===== src/rtl/cckb_pkg.sv =====
// ----------------------------------------------------------------------------
// cckb_pkg: shared types and constants of the color keyed clipped blit
// Register map, configuration struct and the payload of each pipeline stage.
// ----------------------------------------------------------------------------
package cckb_pkg;

  localparam int SCREEN_WIDTH_DEF  = 1024;
  localparam int SCREEN_HEIGHT_DEF = 768;

  localparam int COORD_W  = 12;  // window pixel column/row
  localparam int LAYER_W  = 13;  // layer position, signed
  localparam int SCR_W    = 14;  // screen coordinate and rectangle edge, signed
  localparam int ROW_W    = 12;  // screen row bits once the pixel is on screen
  localparam int STRIDE_W = 13;
  localparam int PROD_W   = ROW_W + STRIDE_W;
  localparam int ADDR_W   = 26;
  localparam int COLOR_W  = 8;
  localparam int MODE_W   = 26;
  localparam int CFG_IDX_W = 3;
  localparam int CFG_DATA_W = 26;

  localparam logic [STRIDE_W-1:0] STRIDE_RESET = 13'd1024;

  typedef enum logic [CFG_IDX_W-1:0] {
    REG_LAYER_X     = 3'd0,
    REG_LAYER_Y     = 3'd1,
    REG_AREA_LEFT   = 3'd2,
    REG_AREA_TOP    = 3'd3,
    REG_AREA_RIGHT  = 3'd4,
    REG_AREA_BOTTOM = 3'd5,
    REG_SCAN_STRIDE = 3'd6,
    REG_PIXEL_MODE  = 3'd7
  } cfg_reg_t;

  typedef struct packed {
    logic [LAYER_W-1:0]  layer_x;
    logic [LAYER_W-1:0]  layer_y;
    logic [SCR_W-1:0]    area_left;
    logic [SCR_W-1:0]    area_top;
    logic [SCR_W-1:0]    area_right;
    logic [SCR_W-1:0]    area_bottom;
    logic [STRIDE_W-1:0] scan_stride;
    logic [MODE_W-1:0]   pixel_mode;
  } cfg_t;

  // stage 1 result: placed pixel and key compare
  typedef struct packed {
    logic [SCR_W-1:0]   sx;
    logic [SCR_W-1:0]   sy;
    logic [COLOR_W-1:0] red;
    logic [COLOR_W-1:0] green;
    logic [COLOR_W-1:0] blue;
    logic               key_hit;
  } s1_t;

  // stage 2 result: visibility and row offset
  typedef struct packed {
    logic               vis;
    logic [PROD_W-1:0]  row_ofs;
    logic [ROW_W-1:0]   col;
    logic [COLOR_W-1:0] red;
    logic [COLOR_W-1:0] green;
    logic [COLOR_W-1:0] blue;
  } s2_t;

endpackage


===== src/rtl/clipped_color_key_pixel_blit.sv =====
// ----------------------------------------------------------------------------
// clipped_color_key_pixel_blit: color keyed, clipped pixel blit
// Places a window pixel on screen, clips it and forms its framebuffer write.
// ----------------------------------------------------------------------------
// Usage:
//   Input: a pixel transfer happens at a clock edge with start high and busy
//   low. busy is high only while rst_n is low, so one pixel can be taken
//   every cycle.
//   Output: each pixel gives one result, shown for exactly one cycle with
//   out_strobe high. out_write_enable says whether the framebuffer is written;
//   when it is low, address and bytes read zero.
//   Throughput: one pixel per cycle, through the three register stages
//   (place and key compare, clip and row multiply, address and bytes).
//   Configuration: cfg_we writes cfg_wdata to register cfg_index at once;
//   write it only with no pixel in flight.
//   Reset: synchronous; empties the pipeline and loads the register reset
//   values (all zero, scan stride 1024). The receiver cannot stall, so
//   there is no backpressure.
// ----------------------------------------------------------------------------
module clipped_color_key_pixel_blit #(
  parameter int SCREEN_WIDTH  = cckb_pkg::SCREEN_WIDTH_DEF,
  parameter int SCREEN_HEIGHT = cckb_pkg::SCREEN_HEIGHT_DEF
) (
  input  logic                            clk,
  input  logic                            rst_n,
  input  logic                            start,
  output logic                            busy,
  input  logic [cckb_pkg::COORD_W-1:0]    in_win_x,
  input  logic [cckb_pkg::COORD_W-1:0]    in_win_y,
  input  logic [cckb_pkg::COLOR_W-1:0]    in_red,
  input  logic [cckb_pkg::COLOR_W-1:0]    in_green,
  input  logic [cckb_pkg::COLOR_W-1:0]    in_blue,
  output logic                            out_strobe,
  output logic                            out_write_enable,
  output logic [cckb_pkg::ADDR_W-1:0]     out_byte_address,
  output logic [cckb_pkg::COLOR_W-1:0]    out_byte0,
  output logic [cckb_pkg::COLOR_W-1:0]    out_byte1,
  output logic [cckb_pkg::COLOR_W-1:0]    out_byte2,
  input  logic                            cfg_we,
  input  logic [cckb_pkg::CFG_IDX_W-1:0]  cfg_index,
  input  logic [cckb_pkg::CFG_DATA_W-1:0] cfg_wdata
);
  import cckb_pkg::*;

  cfg_t cfg;
  logic in_xfer;
  logic s1_valid;
  s1_t  s1;
  logic s2_valid;
  s2_t  s2;

  assign busy    = !rst_n;
  assign in_xfer = start && !busy;

  cckb_cfg_regs u_cfg_regs (
    .clk       (clk),
    .rst_n     (rst_n),
    .cfg_we    (cfg_we),
    .cfg_index (cfg_index),
    .cfg_wdata (cfg_wdata),
    .cfg_r     (cfg)
  );

  cckb_place u_place (
    .clk        (clk),
    .rst_n      (rst_n),
    .in_valid   (in_xfer),
    .in_win_x   (in_win_x),
    .in_win_y   (in_win_y),
    .in_red     (in_red),
    .in_green   (in_green),
    .in_blue    (in_blue),
    .cfg        (cfg),
    .s1_valid_r (s1_valid),
    .s1_r       (s1)
  );

  cckb_clip #(
    .SCREEN_WIDTH  (SCREEN_WIDTH),
    .SCREEN_HEIGHT (SCREEN_HEIGHT)
  ) u_clip (
    .clk        (clk),
    .rst_n      (rst_n),
    .s1_valid   (s1_valid),
    .s1         (s1),
    .cfg        (cfg),
    .s2_valid_r (s2_valid),
    .s2_r       (s2)
  );

  cckb_emit u_emit (
    .clk                (clk),
    .rst_n              (rst_n),
    .s2_valid           (s2_valid),
    .s2                 (s2),
    .cfg                (cfg),
    .out_strobe_r       (out_strobe),
    .out_write_enable_r (out_write_enable),
    .out_byte_address_r (out_byte_address),
    .out_byte0_r        (out_byte0),
    .out_byte1_r        (out_byte1),
    .out_byte2_r        (out_byte2)
  );

  // every accepted pixel produces a result
  a_xfer_to_result : assert property (@(posedge clk) disable iff (!rst_n)
    in_xfer |=> ##2 out_strobe)
    else $error("accepted pixel did not produce a result");

  // no result without an accepted pixel
  a_result_from_xfer : assert property (@(posedge clk) disable iff (!rst_n)
    out_strobe |-> $past(in_xfer, 3))
    else $error("result without an accepted pixel");

  a_we_needs_strobe : assert property (@(posedge clk) disable iff (!rst_n)
    out_write_enable |-> out_strobe)
    else $error("write enable outside a result cycle");

  // a dropped pixel carries all-zero payload
  a_drop_zero : assert property (@(posedge clk) disable iff (!rst_n)
    (out_strobe && !out_write_enable) |->
      (out_byte_address == '0 && out_byte0 == '0 && out_byte1 == '0 && out_byte2 == '0))
    else $error("dropped pixel with nonzero payload");

endmodule


===== src/rtl/cckb_cfg_regs.sv =====
// ----------------------------------------------------------------------------
// cckb_cfg_regs: configuration register file
// Eight write-only registers, truncated to their widths on write.
// ----------------------------------------------------------------------------
module cckb_cfg_regs (
  input  logic                            clk,
  input  logic                            rst_n,
  input  logic                            cfg_we,
  input  logic [cckb_pkg::CFG_IDX_W-1:0]  cfg_index,
  input  logic [cckb_pkg::CFG_DATA_W-1:0] cfg_wdata,
  output cckb_pkg::cfg_t                  cfg_r
);
  import cckb_pkg::*;

  cfg_t cfg_nxt;
  cfg_t cfg_rst;

  // reset values: all zero except the scan stride
  always_comb begin
    cfg_rst             = '0;
    cfg_rst.scan_stride = STRIDE_RESET;
  end

  always_comb begin
    cfg_nxt = cfg_r;
    if (cfg_we) begin
      unique case (cfg_index)
        REG_LAYER_X:     cfg_nxt.layer_x     = cfg_wdata[LAYER_W-1:0];
        REG_LAYER_Y:     cfg_nxt.layer_y     = cfg_wdata[LAYER_W-1:0];
        REG_AREA_LEFT:   cfg_nxt.area_left   = cfg_wdata[SCR_W-1:0];
        REG_AREA_TOP:    cfg_nxt.area_top    = cfg_wdata[SCR_W-1:0];
        REG_AREA_RIGHT:  cfg_nxt.area_right  = cfg_wdata[SCR_W-1:0];
        REG_AREA_BOTTOM: cfg_nxt.area_bottom = cfg_wdata[SCR_W-1:0];
        REG_SCAN_STRIDE: cfg_nxt.scan_stride = cfg_wdata[STRIDE_W-1:0];
        REG_PIXEL_MODE:  cfg_nxt.pixel_mode  = cfg_wdata[MODE_W-1:0];
      endcase
    end
  end

  always_ff @(posedge clk) begin
    if (!rst_n) begin
      cfg_r <= cfg_rst;
    end else begin
      cfg_r <= cfg_nxt;
    end
  end

endmodule


===== src/rtl/cckb_place.sv =====
// ----------------------------------------------------------------------------
// cckb_place: pipeline stage 1
// Moves the window pixel to screen coordinates and compares it to the key.
// ----------------------------------------------------------------------------
module cckb_place (
  input  logic                         clk,
  input  logic                         rst_n,
  input  logic                         in_valid,
  input  logic [cckb_pkg::COORD_W-1:0] in_win_x,
  input  logic [cckb_pkg::COORD_W-1:0] in_win_y,
  input  logic [cckb_pkg::COLOR_W-1:0] in_red,
  input  logic [cckb_pkg::COLOR_W-1:0] in_green,
  input  logic [cckb_pkg::COLOR_W-1:0] in_blue,
  input  cckb_pkg::cfg_t               cfg,
  output logic                         s1_valid_r,
  output cckb_pkg::s1_t                s1_r
);
  import cckb_pkg::*;

  s1_t  s1_nxt;
  logic key_en;

  assign key_en = cfg.pixel_mode[1];

  always_comb begin
    // sign-extended layer plus zero-extended window coordinate, no wrap in 14 bits
    s1_nxt.sx = {cfg.layer_x[LAYER_W-1], cfg.layer_x} + {2'b00, in_win_x};
    s1_nxt.sy = {cfg.layer_y[LAYER_W-1], cfg.layer_y} + {2'b00, in_win_y};
    s1_nxt.red     = in_red;
    s1_nxt.green   = in_green;
    s1_nxt.blue    = in_blue;
    s1_nxt.key_hit = key_en
                     && (in_red   == cfg.pixel_mode[9:2])
                     && (in_green == cfg.pixel_mode[17:10])
                     && (in_blue  == cfg.pixel_mode[25:18]);
  end

  always_ff @(posedge clk) begin
    if (!rst_n) begin
      s1_valid_r <= 1'b0;
    end else begin
      s1_valid_r <= in_valid;
    end
  end

  always_ff @(posedge clk) begin
    s1_r <= s1_nxt;
  end

endmodule


===== src/rtl/cckb_clip.sv =====
// ----------------------------------------------------------------------------
// cckb_clip: pipeline stage 2
// Clips against the redraw rectangle and the screen, forms row times stride.
// ----------------------------------------------------------------------------
module cckb_clip #(
  parameter int SCREEN_WIDTH  = cckb_pkg::SCREEN_WIDTH_DEF,
  parameter int SCREEN_HEIGHT = cckb_pkg::SCREEN_HEIGHT_DEF
) (
  input  logic           clk,
  input  logic           rst_n,
  input  logic           s1_valid,
  input  cckb_pkg::s1_t  s1,
  input  cckb_pkg::cfg_t cfg,
  output logic           s2_valid_r,
  output cckb_pkg::s2_t  s2_r
);
  import cckb_pkg::*;

  localparam logic signed [SCR_W-1:0] SCR_RIGHT  = SCR_W'(SCREEN_WIDTH);
  localparam logic signed [SCR_W-1:0] SCR_BOTTOM = SCR_W'(SCREEN_HEIGHT);

  logic signed [SCR_W-1:0] sx;
  logic signed [SCR_W-1:0] sy;
  logic                    in_area;
  logic                    on_screen;
  s2_t                     s2_nxt;

  assign sx = $signed(s1.sx);
  assign sy = $signed(s1.sy);

  assign in_area = (sx >= $signed(cfg.area_left)) && (sx < $signed(cfg.area_right))
                && (sy >= $signed(cfg.area_top))  && (sy < $signed(cfg.area_bottom));
  assign on_screen = (sx >= $signed(SCR_W'(0))) && (sx < SCR_RIGHT)
                  && (sy >= $signed(SCR_W'(0))) && (sy < SCR_BOTTOM);

  always_comb begin
    s2_nxt.vis     = in_area && on_screen && !s1.key_hit;
    // once on screen the row fits in ROW_W bits; off-screen products are dropped
    s2_nxt.row_ofs = {{STRIDE_W{1'b0}}, s1.sy[ROW_W-1:0]}
                   * {{ROW_W{1'b0}}, cfg.scan_stride};
    s2_nxt.col     = s1.sx[ROW_W-1:0];
    s2_nxt.red     = s1.red;
    s2_nxt.green   = s1.green;
    s2_nxt.blue    = s1.blue;
  end

  always_ff @(posedge clk) begin
    if (!rst_n) begin
      s2_valid_r <= 1'b0;
    end else begin
      s2_valid_r <= s1_valid;
    end
  end

  always_ff @(posedge clk) begin
    s2_r <= s2_nxt;
  end

endmodule


===== src/rtl/cckb_emit.sv =====
// ----------------------------------------------------------------------------
// cckb_emit: pipeline stage 3
// Adds the column, scales to bytes and orders the color bytes.
// ----------------------------------------------------------------------------
module cckb_emit (
  input  logic                         clk,
  input  logic                         rst_n,
  input  logic                         s2_valid,
  input  cckb_pkg::s2_t                s2,
  input  cckb_pkg::cfg_t               cfg,
  output logic                         out_strobe_r,
  output logic                         out_write_enable_r,
  output logic [cckb_pkg::ADDR_W-1:0]  out_byte_address_r,
  output logic [cckb_pkg::COLOR_W-1:0] out_byte0_r,
  output logic [cckb_pkg::COLOR_W-1:0] out_byte1_r,
  output logic [cckb_pkg::COLOR_W-1:0] out_byte2_r
);
  import cckb_pkg::*;

  logic [PROD_W-1:0]  pix_idx;
  logic               we_nxt;
  logic [ADDR_W-1:0]  addr_nxt;
  logic [COLOR_W-1:0] byte0_nxt;
  logic [COLOR_W-1:0] byte1_nxt;
  logic [COLOR_W-1:0] byte2_nxt;

  assign pix_idx = s2.row_ofs + {{STRIDE_W{1'b0}}, s2.col};
  assign we_nxt  = s2_valid && s2.vis;

  always_comb begin
    addr_nxt  = '0;
    byte0_nxt = '0;
    byte1_nxt = '0;
    byte2_nxt = '0;
    if (we_nxt) begin
      // four bytes per pixel, address wraps at 26 bits
      addr_nxt  = {pix_idx[ADDR_W-3:0], 2'b00};
      byte0_nxt = cfg.pixel_mode[0] ? s2.red  : s2.blue;
      byte1_nxt = s2.green;
      byte2_nxt = cfg.pixel_mode[0] ? s2.blue : s2.red;
    end
  end

  always_ff @(posedge clk) begin
    if (!rst_n) begin
      out_strobe_r       <= 1'b0;
      out_write_enable_r <= 1'b0;
    end else begin
      out_strobe_r       <= s2_valid;
      out_write_enable_r <= we_nxt;
    end
  end

  always_ff @(posedge clk) begin
    out_byte_address_r <= addr_nxt;
    out_byte0_r        <= byte0_nxt;
    out_byte1_r        <= byte1_nxt;
    out_byte2_r        <= byte2_nxt;
  end

endmodule


===== config.mk =====
export PLATFORM = sky130hd
export DESIGN_NAME = clipped_color_key_pixel_blit
export DESIGN_NICKNAME = d
export VERILOG_FILES = /design/src/rtl/cckb_pkg.sv /design/src/rtl/clipped_color_key_pixel_blit.sv /design/src/rtl/cckb_cfg_regs.sv /design/src/rtl/cckb_place.sv /design/src/rtl/cckb_clip.sv /design/src/rtl/cckb_emit.sv
export SDC_FILE = /design/constraint.sdc
export NUM_CORES = 1
export LEC_CHECK = 0
export ABC_AREA = 1
export ABC_CLOCK_PERIOD_IN_PS = 6700
export BUFFER_PORTS_ARGS = -buffer_cell sky130_fd_sc_hd__buf_2
export CAP_MARGIN = 20
export CORE_ASPECT_RATIO = 0.7
export CORE_UTILIZATION = 50
export DETAILED_ROUTE_END_ITERATION = 7
export GPL_ROUTABILITY_DRIVEN = 0
export PLACE_DENSITY = 0.7
export SETUP_SLACK_MARGIN = 0.4
export SLEW_MARGIN = 30
export SYNTH_ARGS = -nofsm -noshare
export SYNTH_HDL_FRONTEND = slang
export SYNTH_SLANG_ARGS = --single-unit
export TNS_END_PERCENT = 50

===== constraint.sdc =====
create_clock -name clk -period 6.7 [get_ports clk]
set_input_delay 0.67 -clock clk [delete_from_list [all_inputs] [get_ports clk]]
set_output_delay 0.67 -clock clk [all_outputs]
set_load 0.03 [all_outputs]

==> reports/results.md <==
- placeable core area: 32800 sq um
- endpoints failing hold: 0
- critical path capture point type: flop
- Die H: 156 microns
- combined area of all synthesized cells: 16900 sq um
- RSZ-0062 raised after global routing: false
- class of the most critical hold timing path: in2reg
- antenna diode instance count: 0
- area leader, netlist: dfxtp_1
- Clk network pwr share: 0.365
- worst vdd rail ir drop: 180 uV
- maximum fanout along the worst path: 13
- Tightest Pin Transition: 0.910 ns
- max capacitance violation total: 0
- via count of the first global-routing pass: 13449
- share of layout cells above drive strength 1: 0.0923
- shortest clock period the worst path allows after layout: 5.15 ns
- Static Leak: 9.76 nW
- IO Pins: 134
- dominant cell by count in the synthesized netlist: nand2_1
- result of the run: finished clean
- Total Wirelength: 41800 microns
- largest net degree at the start of global routing: 97
- cell types occupying the most area after synthesis: dfxtp_1 (34%), fa_1 (13%), ha_1 (11%)
- synthesis warning total: 0
- Port-buffer cells: 131
- switching power as a share of total power: 0.314
- first-pass detailed-route iteration total: 7
- DRC violation count after routing: 0
- number of buffers added to fix hold violations after cts: 0
- clock skew: 0.0366 ns
- Area Growth Syn to Fin: 11.8%
- Final Max Tran Viols: 0
- remaining antenna violation count after routing: 0
- Post-CTS Resized: 0
- Top FF cell, synth: dfxtp_1
- initial cell density of the core: 0.516
- Max-slew headroom: 0.391
- Fmax achieved: 0.194 GHz
- via density per instance: 5.14
- clock-pin slew of the registers on the worst-case setup and hold paths: 0.06 ns
- mean post-synth cell area: 7.85 sq um
- sequential share of the synthesized area: 0.339
- kind of start point of the critical path: flop
- synthesized instance count: 2156
- post-synthesis register bit count: 287
- Pwr per Cell Area: 251 nW/um^2
- leading cell types by count after synthesis: nand2_1 (417), inv_1 (401), dfxtp_1 (287)
- number of nets in the finished design: 2599
- Internal Power: 3.27 mW
- logic gate share of total power: 0.219
- portion of total power attributed to sequential cells: 0.416
- clk root buf: clkbuf_16
- TritonCTS Buffers: 28
- number of enable-type register cells in the synthesized netlist: 0
- share of flip-flops with an asynchronous set or reset: 0
- clock network latency to the later pin of the worst-skew pair: 0.57 ns
- clock tree from TritonCTS: done
- GRT Util Overall: 0.248
- clock tree buffer depth: 3
- post-CTS setup buffer count: 0
- H-tree lvl count: 1
- share of the clock period used by the worst path after layout: 0.768
- Placed Cells: 2653
- number of clock sinks: 287
- area of the die: 34600 sq um
- setup TNS after final layout: 0 ns
- Setup Viol. Count Final: 0
- fill count: 2953
- width of the die: 222 microns
- WP data required: 7.15 ns
- initial antenna violation count: 3
- Cell variety after synth: 49
- Iteration-0 DRC Markers: 1070
- global-route wire length before repair: 68600 microns
- HPWL after detailed placement: 32100 microns
- switching power: 1.49 mW
- Routed wire per std cell: 15.5 microns
- critical path data arrival time: 5.60 ns
- number of standard-cell rows in the floorplan: 55
- portion of synthesized cell area occupied by the leading cell type: 0.339
- DR vias: 13906
- kind of critical path: reg2reg
- non-filler cells in the finished layout: 2703
- residual overflow from global routing: 0
-- worst max-delay path, stage by stage, from the launching register on --
cell	delay [ns]
dfxtp_1	0.74
nand2_1	0.18
fa_1	0.60
fa_1	0.45
fa_1	0.55
inv_1	0.05
fa_1	0.47
inv_1	0.05
fa_1	0.47
inv_1	0.04
ha_1	0.35
a21oi_1	0.23
o21ai_0	0.17
a21o_1	0.22
a21oi_1	0.26
xnor2_1	0.23
-- per-stage QoR --
step                      setup WS [ns]  cell area, sq um  power (mW)  utilization  hold WS [ns]
after floorplan                    2.08             16900        2.71            -         0.310
after global placement             1.68             17900        3.00        0.545         0.310
after detailed placement           1.66             17900        3.03        0.545         0.312
after CTS                          1.67             18900        4.76        0.576         0.192
after global routing               1.41             18900        5.03        0.576         0.194
final                              1.55             18900        4.76        0.576         0.217
-- path summary, 6_finish.rpt --
check | end | startpoint | depth (start not counted) | slack [ns]
worst max-delay path | u_clip.s2_r[51] | u_cfg_regs.cfg_r[33] | 15 | 1.55
worst min-delay path | u_place.s1_r[20] | in_red[3] | 1 | 0.22
worst max register to register | u_clip.s2_r[51] | u_cfg_regs.cfg_r[33] | 15 | 1.55
worst min register to register | u_clip.s2_r[4] | u_place.s1_r[5] | 0 | 0.30
-- power groups by stage --
| stage | sequential, mW | clock, mW | combinational [mW] |
|---|---|---|---|
| 2_1_floorplan | 1.92 | 0 | 0.788 |
| 3_3_place_gp | 2.01 | 0 | 0.997 |
| 3_5_place_dp | 2.01 | 0 | 1.02 |
| 4_1_cts | 1.97 | 1.76 | 1.03 |
| 5_1_grt | 1.99 | 1.84 | 1.20 |
| 6_report | 1.98 | 1.74 | 1.04 |
-- per-layer routing --
metal,global-route usage,part of all wire,vias up
met1,0.367,0.49,6517
li1,-,-,6921
met5,0,0,-
met3,0.0448,0.077,45
met2,0.377,0.42,423
met4,0.0486,0.014,0
-- logic make-up after synthesis --
group | Yosys count | synth area share
xor gates and xnor gates | 44 | 0.0228
other | 1 | 0.000222
DFF | 287 | 0.339
buffers and inverters | 469 | 0.105
AOI/OAI and AO/OA | 372 | 0.117
adders and majority gates | 262 | 0.243
and+or+nand+nor | 721 | 0.172
-- sequential cells by signal, summed over array words and instances (netlist names) --
register / flops
u_emit.out_byte_address_r: 24
u_place.s1_valid_r: 1
u_emit.out_strobe_r: 1
u_emit.out_byte0_r: 8
u_place.s1_r: 53
u_emit.out_byte2_r: 8
u_clip.s2_valid_r: 1
u_clip.s2_r: 61
u_emit.out_byte1_r: 8
u_cfg_regs.cfg_r: 121
u_emit.out_write_enable_r: 1
-- cell type report --
class	instances	area, sq um	share of cell area
sequential	287	5750	0.304
clock buffer	39	842	0.0445
timing repair buffer	135	686	0.0362
multi-input combinational	1401	9400	0.497
tap	427	534	0.0282
inverter	403	1510	0.0799
clock inverter	11	200	0.0106
-- cell usage in the layout, fill, tap and decap left out, drive strengths merged, types with 4 or more instances in the layout --
master / count
o21ai: 168
bufinv: 5
dfxtp: 287
ha: 150
or2: 6
inv: 402
nor2: 205
clkbuf: 39
clkinv: 5
o22ai: 5
buf: 135
nand4: 19
o21a: 5
xor2: 28
nor3: 9
a21oi: 169
nand2: 421
a31oi: 4
fa: 112
a221oi: 5
a211oi: 4
nand3: 54
xnor2: 16
a21boi: 5
Note: power is estimated with default switching activity, not from simulation.
